<file path="src/hdl/efr_pkg.sv">
// Shared types, constants and register indexes of the edge interval frame receiver.
package efr_pkg;

	localparam int INTERVAL_BITS_DEF = 16;
	localparam int BITS_PER_BYTE     = 8;
	localparam int QUEUE_DEPTH       = 2;
	localparam int CFG_DATA_W        = 15;
	localparam int CFG_INDEX_W       = 3;
	localparam int OUT_TDATA_W       = 24;

	localparam logic [CFG_INDEX_W-1:0] REG_BIT_PERIOD  = 3'd0;
	localparam logic [CFG_INDEX_W-1:0] REG_JITTER_LOW  = 3'd1;
	localparam logic [CFG_INDEX_W-1:0] REG_JITTER_HIGH = 3'd2;
	localparam logic [CFG_INDEX_W-1:0] REG_PREAMBLE    = 3'd3;
	localparam logic [CFG_INDEX_W-1:0] REG_DELIMITER   = 3'd4;
	localparam logic [CFG_INDEX_W-1:0] REG_FRAME_BYTES = 3'd5;

	localparam logic [14:0] RST_BIT_PERIOD  = 15'd400;
	localparam logic [14:0] RST_JITTER_LOW  = 15'd20;
	localparam logic [14:0] RST_JITTER_HIGH = 15'd20;
	localparam logic [7:0]  RST_PREAMBLE    = 8'd170;
	localparam logic [7:0]  RST_DELIMITER   = 8'd126;
	localparam logic [7:0]  RST_FRAME_BYTES = 8'd16;

	typedef enum logic [1:0] {
		CLS_HALF,
		CLS_ONE,
		CLS_ERR
	} cls_t;

	typedef struct packed {
		logic [14:0] bit_period;
		logic [14:0] jitter_low;
		logic [14:0] jitter_high;
		logic [7:0]  preamble_value;
		logic [7:0]  delimiter_value;
		logic [7:0]  frame_bytes;
	} cfg_t;

	typedef struct packed {
		logic       bit_valid;
		logic       bit_value;
		logic       pulse_error;
		logic       busy_raise;
		logic       byte_valid;
		logic [7:0] byte_value;
		logic [7:0] byte_index;
		logic       frame_end;
	} res_t;

endpackage

</file>
<file path="src/hdl/efr_front.sv">
// Front end: classifies each interval against the half and full bit windows.
module efr_front import efr_pkg::*; #(
	parameter int INTERVAL_BITS = INTERVAL_BITS_DEF
) (
	input  logic                     s_valid,
	input  logic [INTERVAL_BITS-1:0] interval,
	input  cfg_t                     cfg,
	input  logic                     q_full,
	output logic                     s_ready,
	output logic                     push,
	output cls_t                     cls
);

	localparam int CMP_W = (INTERVAL_BITS > 16) ? INTERVAL_BITS : 16;

	logic [14:0]      half_p;
	logic [14:0]      low_thr;
	logic [14:0]      three_q;
	logic [15:0]      high_thr;
	logic [CMP_W-1:0] t_ext;

	always_comb begin
		half_p   = {1'b0, cfg.bit_period[14:1]};
		// A low threshold that would go negative is held at zero.
		low_thr  = (half_p > cfg.jitter_low) ? (half_p - cfg.jitter_low) : 15'd0;
		three_q  = cfg.bit_period - {2'b00, cfg.bit_period[14:2]};
		high_thr = {1'b0, cfg.bit_period} + {1'b0, cfg.jitter_high};
		t_ext    = CMP_W'(interval);
		if (t_ext >= CMP_W'(low_thr) && t_ext < CMP_W'(three_q)) begin
			cls = CLS_HALF;
		end else if (t_ext >= CMP_W'(three_q) && t_ext <= CMP_W'(high_thr)) begin
			cls = CLS_ONE;
		end else begin
			cls = CLS_ERR;
		end
	end

	assign s_ready = !q_full;
	assign push    = s_valid && !q_full;

endmodule

</file>
<file path="src/hdl/efr_queue.sv">
// Short queue of interval classes between the front end and the decoder.
module efr_queue import efr_pkg::*; (
	input  logic  clk,
	input  logic  arst_n,
	input  logic  push,
	input  cls_t  push_cls,
	input  logic  pop,
	output logic  full,
	output logic  not_empty,
	output cls_t  head_cls
);

	localparam int PTR_W = (QUEUE_DEPTH > 1) ? $clog2(QUEUE_DEPTH) : 1;
	localparam int CNT_W = $clog2(QUEUE_DEPTH + 1);

	cls_t             entry_q [QUEUE_DEPTH];
	logic [PTR_W-1:0] wr_ptr_q;
	logic [PTR_W-1:0] rd_ptr_q;
	logic [CNT_W-1:0] count_q;

	always_ff @(posedge clk) begin
		if (push) begin
			entry_q[wr_ptr_q] <= push_cls;
		end
	end

	always_ff @(posedge clk or negedge arst_n) begin
		if (!arst_n) begin
			wr_ptr_q <= '0;
			rd_ptr_q <= '0;
			count_q  <= '0;
		end else begin
			if (push) begin
				wr_ptr_q <= (wr_ptr_q == PTR_W'(QUEUE_DEPTH - 1)) ? '0 : wr_ptr_q + 1'b1;
			end
			if (pop) begin
				rd_ptr_q <= (rd_ptr_q == PTR_W'(QUEUE_DEPTH - 1)) ? '0 : rd_ptr_q + 1'b1;
			end
			if (push && !pop) begin
				count_q <= count_q + 1'b1;
			end else if (pop && !push) begin
				count_q <= count_q - 1'b1;
			end
		end
	end

	assign full      = (count_q == CNT_W'(QUEUE_DEPTH));
	assign not_empty = (count_q != '0);
	assign head_cls  = entry_q[rd_ptr_q];

endmodule

</file>
<file path="src/hdl/efr_back.sv">
// Back end: bit decoder, preamble and delimiter hunt, byte framing and result register.
module efr_back import efr_pkg::*; (
	input  logic clk,
	input  logic arst_n,
	input  logic q_not_empty,
	input  cls_t head_cls,
	input  cfg_t cfg,
	input  logic m_ready,
	output logic pop,
	output logic m_valid,
	output res_t res
);

	logic       half_q;
	logic [7:0] shift_q;
	logic [3:0] bit_cnt_q;
	logic [7:0] byte_cnt_q;
	logic       in_frame_q;
	logic       out_valid_q;
	res_t       res_q;

	logic       half_d;
	logic [7:0] shift_d;
	logic [3:0] bit_cnt_d;
	logic [7:0] byte_cnt_d;
	logic       in_frame_d;
	res_t       res_d;

	assign pop = q_not_empty && (!out_valid_q || m_ready);

	always_comb begin
		half_d     = half_q;
		shift_d    = shift_q;
		bit_cnt_d  = bit_cnt_q;
		byte_cnt_d = byte_cnt_q;
		in_frame_d = in_frame_q;
		res_d      = '0;

		case (head_cls)
			CLS_HALF: begin
				if (!half_q) begin
					half_d = 1'b1;
				end else begin
					half_d          = 1'b0;
					shift_d         = {shift_q[6:0], 1'b0};
					bit_cnt_d       = bit_cnt_q + 4'd1;
					res_d.bit_valid = 1'b1;
				end
			end
			CLS_ONE: begin
				half_d          = 1'b0;
				shift_d         = {shift_q[6:0], 1'b1};
				bit_cnt_d       = bit_cnt_q + 4'd1;
				res_d.bit_valid = 1'b1;
				res_d.bit_value = 1'b1;
			end
			default: begin
				half_d            = 1'b0;
				shift_d           = '0;
				bit_cnt_d         = '0;
				res_d.pulse_error = 1'b1;
			end
		endcase

		if (!in_frame_q) begin
			// The hunt compares on every edge, whether or not a bit completed.
			if (shift_d == cfg.preamble_value) begin
				res_d.busy_raise = 1'b1;
			end
			if (shift_d == cfg.delimiter_value) begin
				res_d.busy_raise = 1'b1;
				res_d.byte_valid = 1'b1;
				res_d.byte_value = shift_d;
				res_d.byte_index = byte_cnt_q;
				byte_cnt_d       = byte_cnt_q + 8'd1;
				res_d.frame_end  = (byte_cnt_d == cfg.frame_bytes);
				bit_cnt_d        = '0;
				shift_d          = '0;
				in_frame_d       = 1'b1;
			end
		end else begin
			if (bit_cnt_d == 4'(BITS_PER_BYTE)) begin
				res_d.byte_valid = 1'b1;
				res_d.byte_value = shift_d;
				res_d.byte_index = byte_cnt_q;
				byte_cnt_d       = byte_cnt_q + 8'd1;
				bit_cnt_d        = '0;
				shift_d          = '0;
			end
			// A one-byte frame closes here on the edge after its delimiter.
			if (byte_cnt_d == cfg.frame_bytes) begin
				byte_cnt_d      = '0;
				in_frame_d      = 1'b0;
				res_d.frame_end = res_d.byte_valid;
			end
		end
	end

	always_ff @(posedge clk or negedge arst_n) begin
		if (!arst_n) begin
			half_q      <= 1'b0;
			shift_q     <= '0;
			bit_cnt_q   <= '0;
			byte_cnt_q  <= '0;
			in_frame_q  <= 1'b0;
			out_valid_q <= 1'b0;
		end else begin
			if (pop) begin
				half_q     <= half_d;
				shift_q    <= shift_d;
				bit_cnt_q  <= bit_cnt_d;
				byte_cnt_q <= byte_cnt_d;
				in_frame_q <= in_frame_d;
			end
			if (pop) begin
				out_valid_q <= 1'b1;
			end else if (m_ready) begin
				out_valid_q <= 1'b0;
			end
		end
	end

	always_ff @(posedge clk) begin
		if (pop) begin
			res_q <= res_d;
		end
	end

	assign m_valid = out_valid_q;
	assign res     = res_q;

endmodule

</file>
<file path="src/hdl/edge_interval_frame_receiver.sv">
// Top level of the edge interval frame receiver: configuration registers and stream ports.
//
//  channel   direction  handshake              payload
//  s_*       in         s_tvalid / s_tready    s_tdata: interval
//  m_*       out        m_tvalid / m_tready    m_tdata: decoded bit, byte and flags; m_tlast
//  cfg_*     in         cfg_wen                cfg_index, cfg_wdata
//
// One interval is taken per clock while s_tready is high; it is queued and its result registered.
// Every interval gives exactly one result, set by the decoder stage, which updates only on a pop.
// A two-entry queue sits between classifier and decoder, so s_tready drops only when
// m_tready has been low long enough to fill it and the result register.
// Reset clears the decoder, queue pointers and output valid flag and loads the register defaults.
module edge_interval_frame_receiver import efr_pkg::*; #(
	parameter int INTERVAL_BITS = INTERVAL_BITS_DEF
) (
	input  logic                                clk,
	input  logic                                arst_n,
	input  logic                                s_tvalid,
	output logic                                s_tready,
	// bits from 0: interval
	input  logic [((INTERVAL_BITS+7)/8)*8-1:0] s_tdata,
	output logic                                m_tvalid,
	input  logic                                m_tready,
	// bits from 0: bit_valid, bit_value, pulse_error, busy_raise, byte_valid,
	// byte_value[7:0], byte_index[7:0], zero fill
	output logic [OUT_TDATA_W-1:0]              m_tdata,
	output logic                                m_tlast,
	input  logic                                cfg_wen,
	input  logic [CFG_INDEX_W-1:0]              cfg_index,
	input  logic [CFG_DATA_W-1:0]               cfg_wdata
);

	cfg_t cfg_q;
	cls_t front_cls;
	cls_t head_cls;
	logic push;
	logic pop;
	logic q_full;
	logic q_not_empty;
	res_t res;

	always_ff @(posedge clk or negedge arst_n) begin
		if (!arst_n) begin
			cfg_q.bit_period      <= RST_BIT_PERIOD;
			cfg_q.jitter_low      <= RST_JITTER_LOW;
			cfg_q.jitter_high     <= RST_JITTER_HIGH;
			cfg_q.preamble_value  <= RST_PREAMBLE;
			cfg_q.delimiter_value <= RST_DELIMITER;
			cfg_q.frame_bytes     <= RST_FRAME_BYTES;
		end else if (cfg_wen) begin
			case (cfg_index)
				REG_BIT_PERIOD:  cfg_q.bit_period      <= cfg_wdata;
				REG_JITTER_LOW:  cfg_q.jitter_low      <= cfg_wdata;
				REG_JITTER_HIGH: cfg_q.jitter_high     <= cfg_wdata;
				REG_PREAMBLE:    cfg_q.preamble_value  <= cfg_wdata[7:0];
				REG_DELIMITER:   cfg_q.delimiter_value <= cfg_wdata[7:0];
				REG_FRAME_BYTES: cfg_q.frame_bytes     <= cfg_wdata[7:0];
				default: begin
				end
			endcase
		end
	end

	efr_front #(
		.INTERVAL_BITS(INTERVAL_BITS)
	) u_front (
		.s_valid  (s_tvalid),
		.interval (s_tdata[INTERVAL_BITS-1:0]),
		.cfg      (cfg_q),
		.q_full   (q_full),
		.s_ready  (s_tready),
		.push     (push),
		.cls      (front_cls)
	);

	efr_queue u_queue (
		.clk       (clk),
		.arst_n    (arst_n),
		.push      (push),
		.push_cls  (front_cls),
		.pop       (pop),
		.full      (q_full),
		.not_empty (q_not_empty),
		.head_cls  (head_cls)
	);

	efr_back u_back (
		.clk         (clk),
		.arst_n      (arst_n),
		.q_not_empty (q_not_empty),
		.head_cls    (head_cls),
		.cfg         (cfg_q),
		.m_ready     (m_tready),
		.pop         (pop),
		.m_valid     (m_tvalid),
		.res         (res)
	);

	assign m_tdata = {3'b000, res.byte_index, res.byte_value, res.byte_valid,
	                  res.busy_raise, res.pulse_error, res.bit_value, res.bit_valid};
	assign m_tlast = res.frame_end;

endmodule

</file>
<file path="config.mk">
export PLATFORM = sky130hd
export DESIGN_NAME = edge_interval_frame_receiver
export DESIGN_NICKNAME = d
export VERILOG_FILES = /design/src/hdl/efr_pkg.sv /design/src/hdl/efr_front.sv /design/src/hdl/efr_queue.sv /design/src/hdl/efr_back.sv /design/src/hdl/edge_interval_frame_receiver.sv
export SDC_FILE = /design/constraint.sdc
export NUM_CORES = 1
export LEC_CHECK = 0
export BUFFER_PORTS_ARGS = -buffer_cell sky130_fd_sc_hd__buf_2
export CAP_MARGIN = 20
export CORE_ASPECT_RATIO = 2
export CORE_UTILIZATION = 60
export CTS_BUF_LIST = sky130_fd_sc_hd__clkbuf_8
export CTS_CLUSTER_SIZE = 16
export DETAILED_ROUTE_END_ITERATION = 6
export PLACE_DENSITY = 0.8
export SYNTH_ARGS = -nofsm -noshare
export SYNTH_HDL_FRONTEND = slang
export SYNTH_SLANG_ARGS = --single-unit
</file>
<file path="constraint.sdc">
create_clock -name clk -period 6.1 [get_ports clk]
set_clock_uncertainty 0.15 [all_clocks]
set_input_delay 0.305 -clock clk [delete_from_list [all_inputs] [get_ports clk]]
set_output_delay 0.305 -clock clk [all_outputs]
set_load 0.005 [all_outputs]
</file>
==> results.py <==
metrics = {
    "timing": {
        "fin_setup_tns_ps": 0,
        "period_share_pct": 81.5,
        "slew_headroom_pct": 30.7,
        "maxSlewViolCount": 0,
        "fmax_mhz": 201,
        "fin_crit_ps": 4970,
        "report.final.hold_viol_count": 0,
        "tightest_slew_ps": 1040,
        "setup_violations": 0,
        "rsz0062_at_grt": "false",
    },
    "layout": {
        "final_area_mm2": 0.00964,
        "mostFrequentLayoutCells": "ha_1, dfrtp_1, nand2_1",
        "nFillCells": 1132,
        "final_layout_size_suffix_gt1_share_pct": 19.6,
        "final_nets": 1094,
        "fin_util_pct": 69.0,
        "diodes": 0,
        "mostFrequentLayoutCell": "ha_1",
        "area_growth_pct": 11.2,
        "final_cells": 1162,
    },
    "grt": {
        "antenna_found_initial": 0,
        "grt_pass1_wl_mm": 36.0,
        "grt.total_usage_pct": 33.1,
        "grt_max_degree": 74,
        "overflow": 0,
        "grt_pass1_vias": 7232,
    },
    "synthesis": {
        "synth_edf_count": 26,
        "ys_types": 76,
        "netlist_instances": 882,
        "syn_area_per_cell_um2": 9.83,
        "synth_flop_cell": "dfrtp_1",
        "synth_sequential_area_ratio_pct": 37.0,
        "ys_ff_latch": 122,
        "async_flop_share_pct": 78.7,
        "synth_area_leader_cell": "dfrtp_1",
        "ys_top_cells_by_area": "dfrtp_1, ha_1, edfxtp_1, mux2_2, dfstp_2",
        "synth_top_area_share_pct": 22.5,
        "yosysWarningCount": 0,
        "syn-cell-area_mm2": 0.00867,
    },
    "hold_path": {
        "hold_depth": 3,
        "hold_path.class": "input port to flip-flop",
    },
    "setup_path": {
        "cp-start-kind": "flip-flop",
        "critPathCaptureType": "flip-flop",
        "slowest_stage": "o41ai_1",
        "crit_required_ps": 6220,
        "crit_chain": "inv_1 -> ha_1 -> nor2b_1 -> o21a_1 -> o21ai_0 -> a211oi_1 -> o41ai_1 -> nand2_1 -> a41o_1 -> nor2b_1 -> ha_1 -> nand2b_1 -> a21o_1 -> a21o_1 -> a21o_1 -> a211oi_1 -> o21a_1 -> o21ai_0 -> a211oi_1",
        "reg2reg_depth": 19,
        "worstPathArrival_ps": 5090,
        "slowest_delay_ps": 520,
        "crit_type": "flip-flop to flip-flop",
        "cp_max_fo": 13,
    },
    "floorplanning": {
        "fp.dieW_um": 87.0,
        "die_h_um": 172,
        "dieArea_mm2": 0.0150,
        "ios": 66,
        "start_util_pct": 62.1,
        "core-area_mm2": 0.0140,
        "rows": 61,
    },
    "clock_tree": {
        "clockBufferDepth": 2,
        "h-tree-depth": 4,
        "clock-sinks": 122,
        "cts_buffers": 17,
        "cts_tree": "done",
        "cts_root_buffer": "clkbuf_8",
        "clk_latency_ps": 470,
        "clk_pin_slew_ps": 90,
    },
    "placement": {
        "place_congestion": 0.996,
        "dp_cells": 1118,
        "io_buffers": 62,
        "place_area_mm2": 0.00917,
        "hpwl_mm": 18.0,
    },
    "routing": {
        "first_pass_iters": 5,
        "wl_per_cell_um": 20.0,
        "drc": 0,
        "ant_nets": 0,
        "drt_iter0_markers": 299,
        "totalWireLength_mm": 23.2,
        "route.vias.total": 7146,
        "vias_per_cell": 6.15,
    },
    "power_and_ir_drop": {
        "power_w": 0.00406,
        "worst_ir_drop_vdd_uv": 255,
        "power_density_mw_per_mm2": 421,
        "p_leak_nw": 4.27,
    },
    "job": {
        "drv_cap": 0,
    },
    "status": {
        "status": "finished clean",
    },
}
state kept, by name, indices dropped and copies added, names as in the netlist:
| name | flops |
|---|---|
| cfg_q | 69 |
| u_back.bit_cnt_q | 4 |
| u_back.byte_cnt_q | 8 |
| u_back.half_q | 1 |
| u_back.in_frame_q | 1 |
| u_back.m_valid | 1 |
| u_back.res | 22 |
| u_back.shift_q | 8 |
| u_queue.count_q | 2 |
| u_queue.entry_q | 4 |
| u_queue.rd_ptr_q | 1 |
| u_queue.wr_ptr_q | 1 |
per-layer routing:
metal	wire length (um)	vias to the layer above	global-route usage, %	part of all wire, %
met1	7430	3418	28.1	32
li1	-	3386	-	-
met5	0	-	0	0
met2	12800	234	62.8	55
met4	2200	0	30.3	9.5
met3	780	108	5.35	3.4
layout make-up:
cell class	instances	area, um^2	area share (%)
multi-input cells	686	5160	53.6
repair buffers	82	493	5.11
inverters	51	191	1.99
well taps	189	236	2.45
clock buffers	17	234	2.43
clock inverters	15	116	1.21
flip-flops and latches	122	3210	33.3
worst paths after layout:
path / endpoint / slack (ps) / startpoint
min in group asynchronous: u_queue.wr_ptr_q / 140 / arst_n
worst min register to register: u_back.shift_q[7] / 350 / u_back.shift_q[7]
worst max-delay path: u_queue.entry_q[1][0] / 1130 / cfg_q[40]
worst min-delay path: cfg_q[59] / 20 / cfg_wdata[5]
worst max register to register: u_queue.entry_q[1][0] / 1130 / cfg_q[40]
max in group asynchronous: cfg_q[22] / 4420 / arst_n
per-stage QoR:
stage	hold WS (ps)	setup WS, ps
after floorplan	-141	1770
after global placement	76.7	1390
after detailed placement	85.9	1190
after CTS	16.5	1140
after global routing	26.9	573
final	21.7	1130
cells in the mapped netlist, types with 10 or more instances:
cell	count
xnor2_1	31
ha_1	92
nand2b_1	13
edfxtp_1	26
nand3_1	21
nand2_1	76
a21oi_1	45
nor2b_1	16
a21o_1	17
xor2_1	27
and2_1	19
mux2_2	43
o21ai_0	59
clkbuf_1	14
o211ai_1	10
inv_1	50
nand4_1	11
o31ai_1	18
o21a_1	12
nor3_1	14
nor2_1	42
dfrtp_1	78
dfstp_2	18
critical path: cells and delay by family (launching register included):
kind	cells	cell delay (ps)
AO/OA/AOI/OAI	12	2970
AND/OR/NAND/NOR	4	640
adder cells (fa/ha/maj)	2	570
flip-flops	1	390
buffers and inverters	1	70
logic make-up (layout without fill, tap and decap cells):
family	count (synthesis)	after routing	synth area share, %
compound gates	216	216	16.3
buf+inv	76	165	3.72
xor+xnor	58	58	5.86
other cells	1	3	0.0432
simple gates	265	265	16.8
flops	122	122	37.0
fa+ha+maj	95	95	14.0
mux	49	49	6.38
what timing repair did:
action,CTS,global route
hold endpoints to repair,49,0
gates resized for setup,0,0
hold buffers,12,0
buffers inserted,0,0
power breakdown:
group	internal, W	switching, W
clock network	0.000286	0.000376
registers	0.00109	0.000180
logic	0.000893	0.00123
No activity file was read; power rests on OpenSTA's default activity.
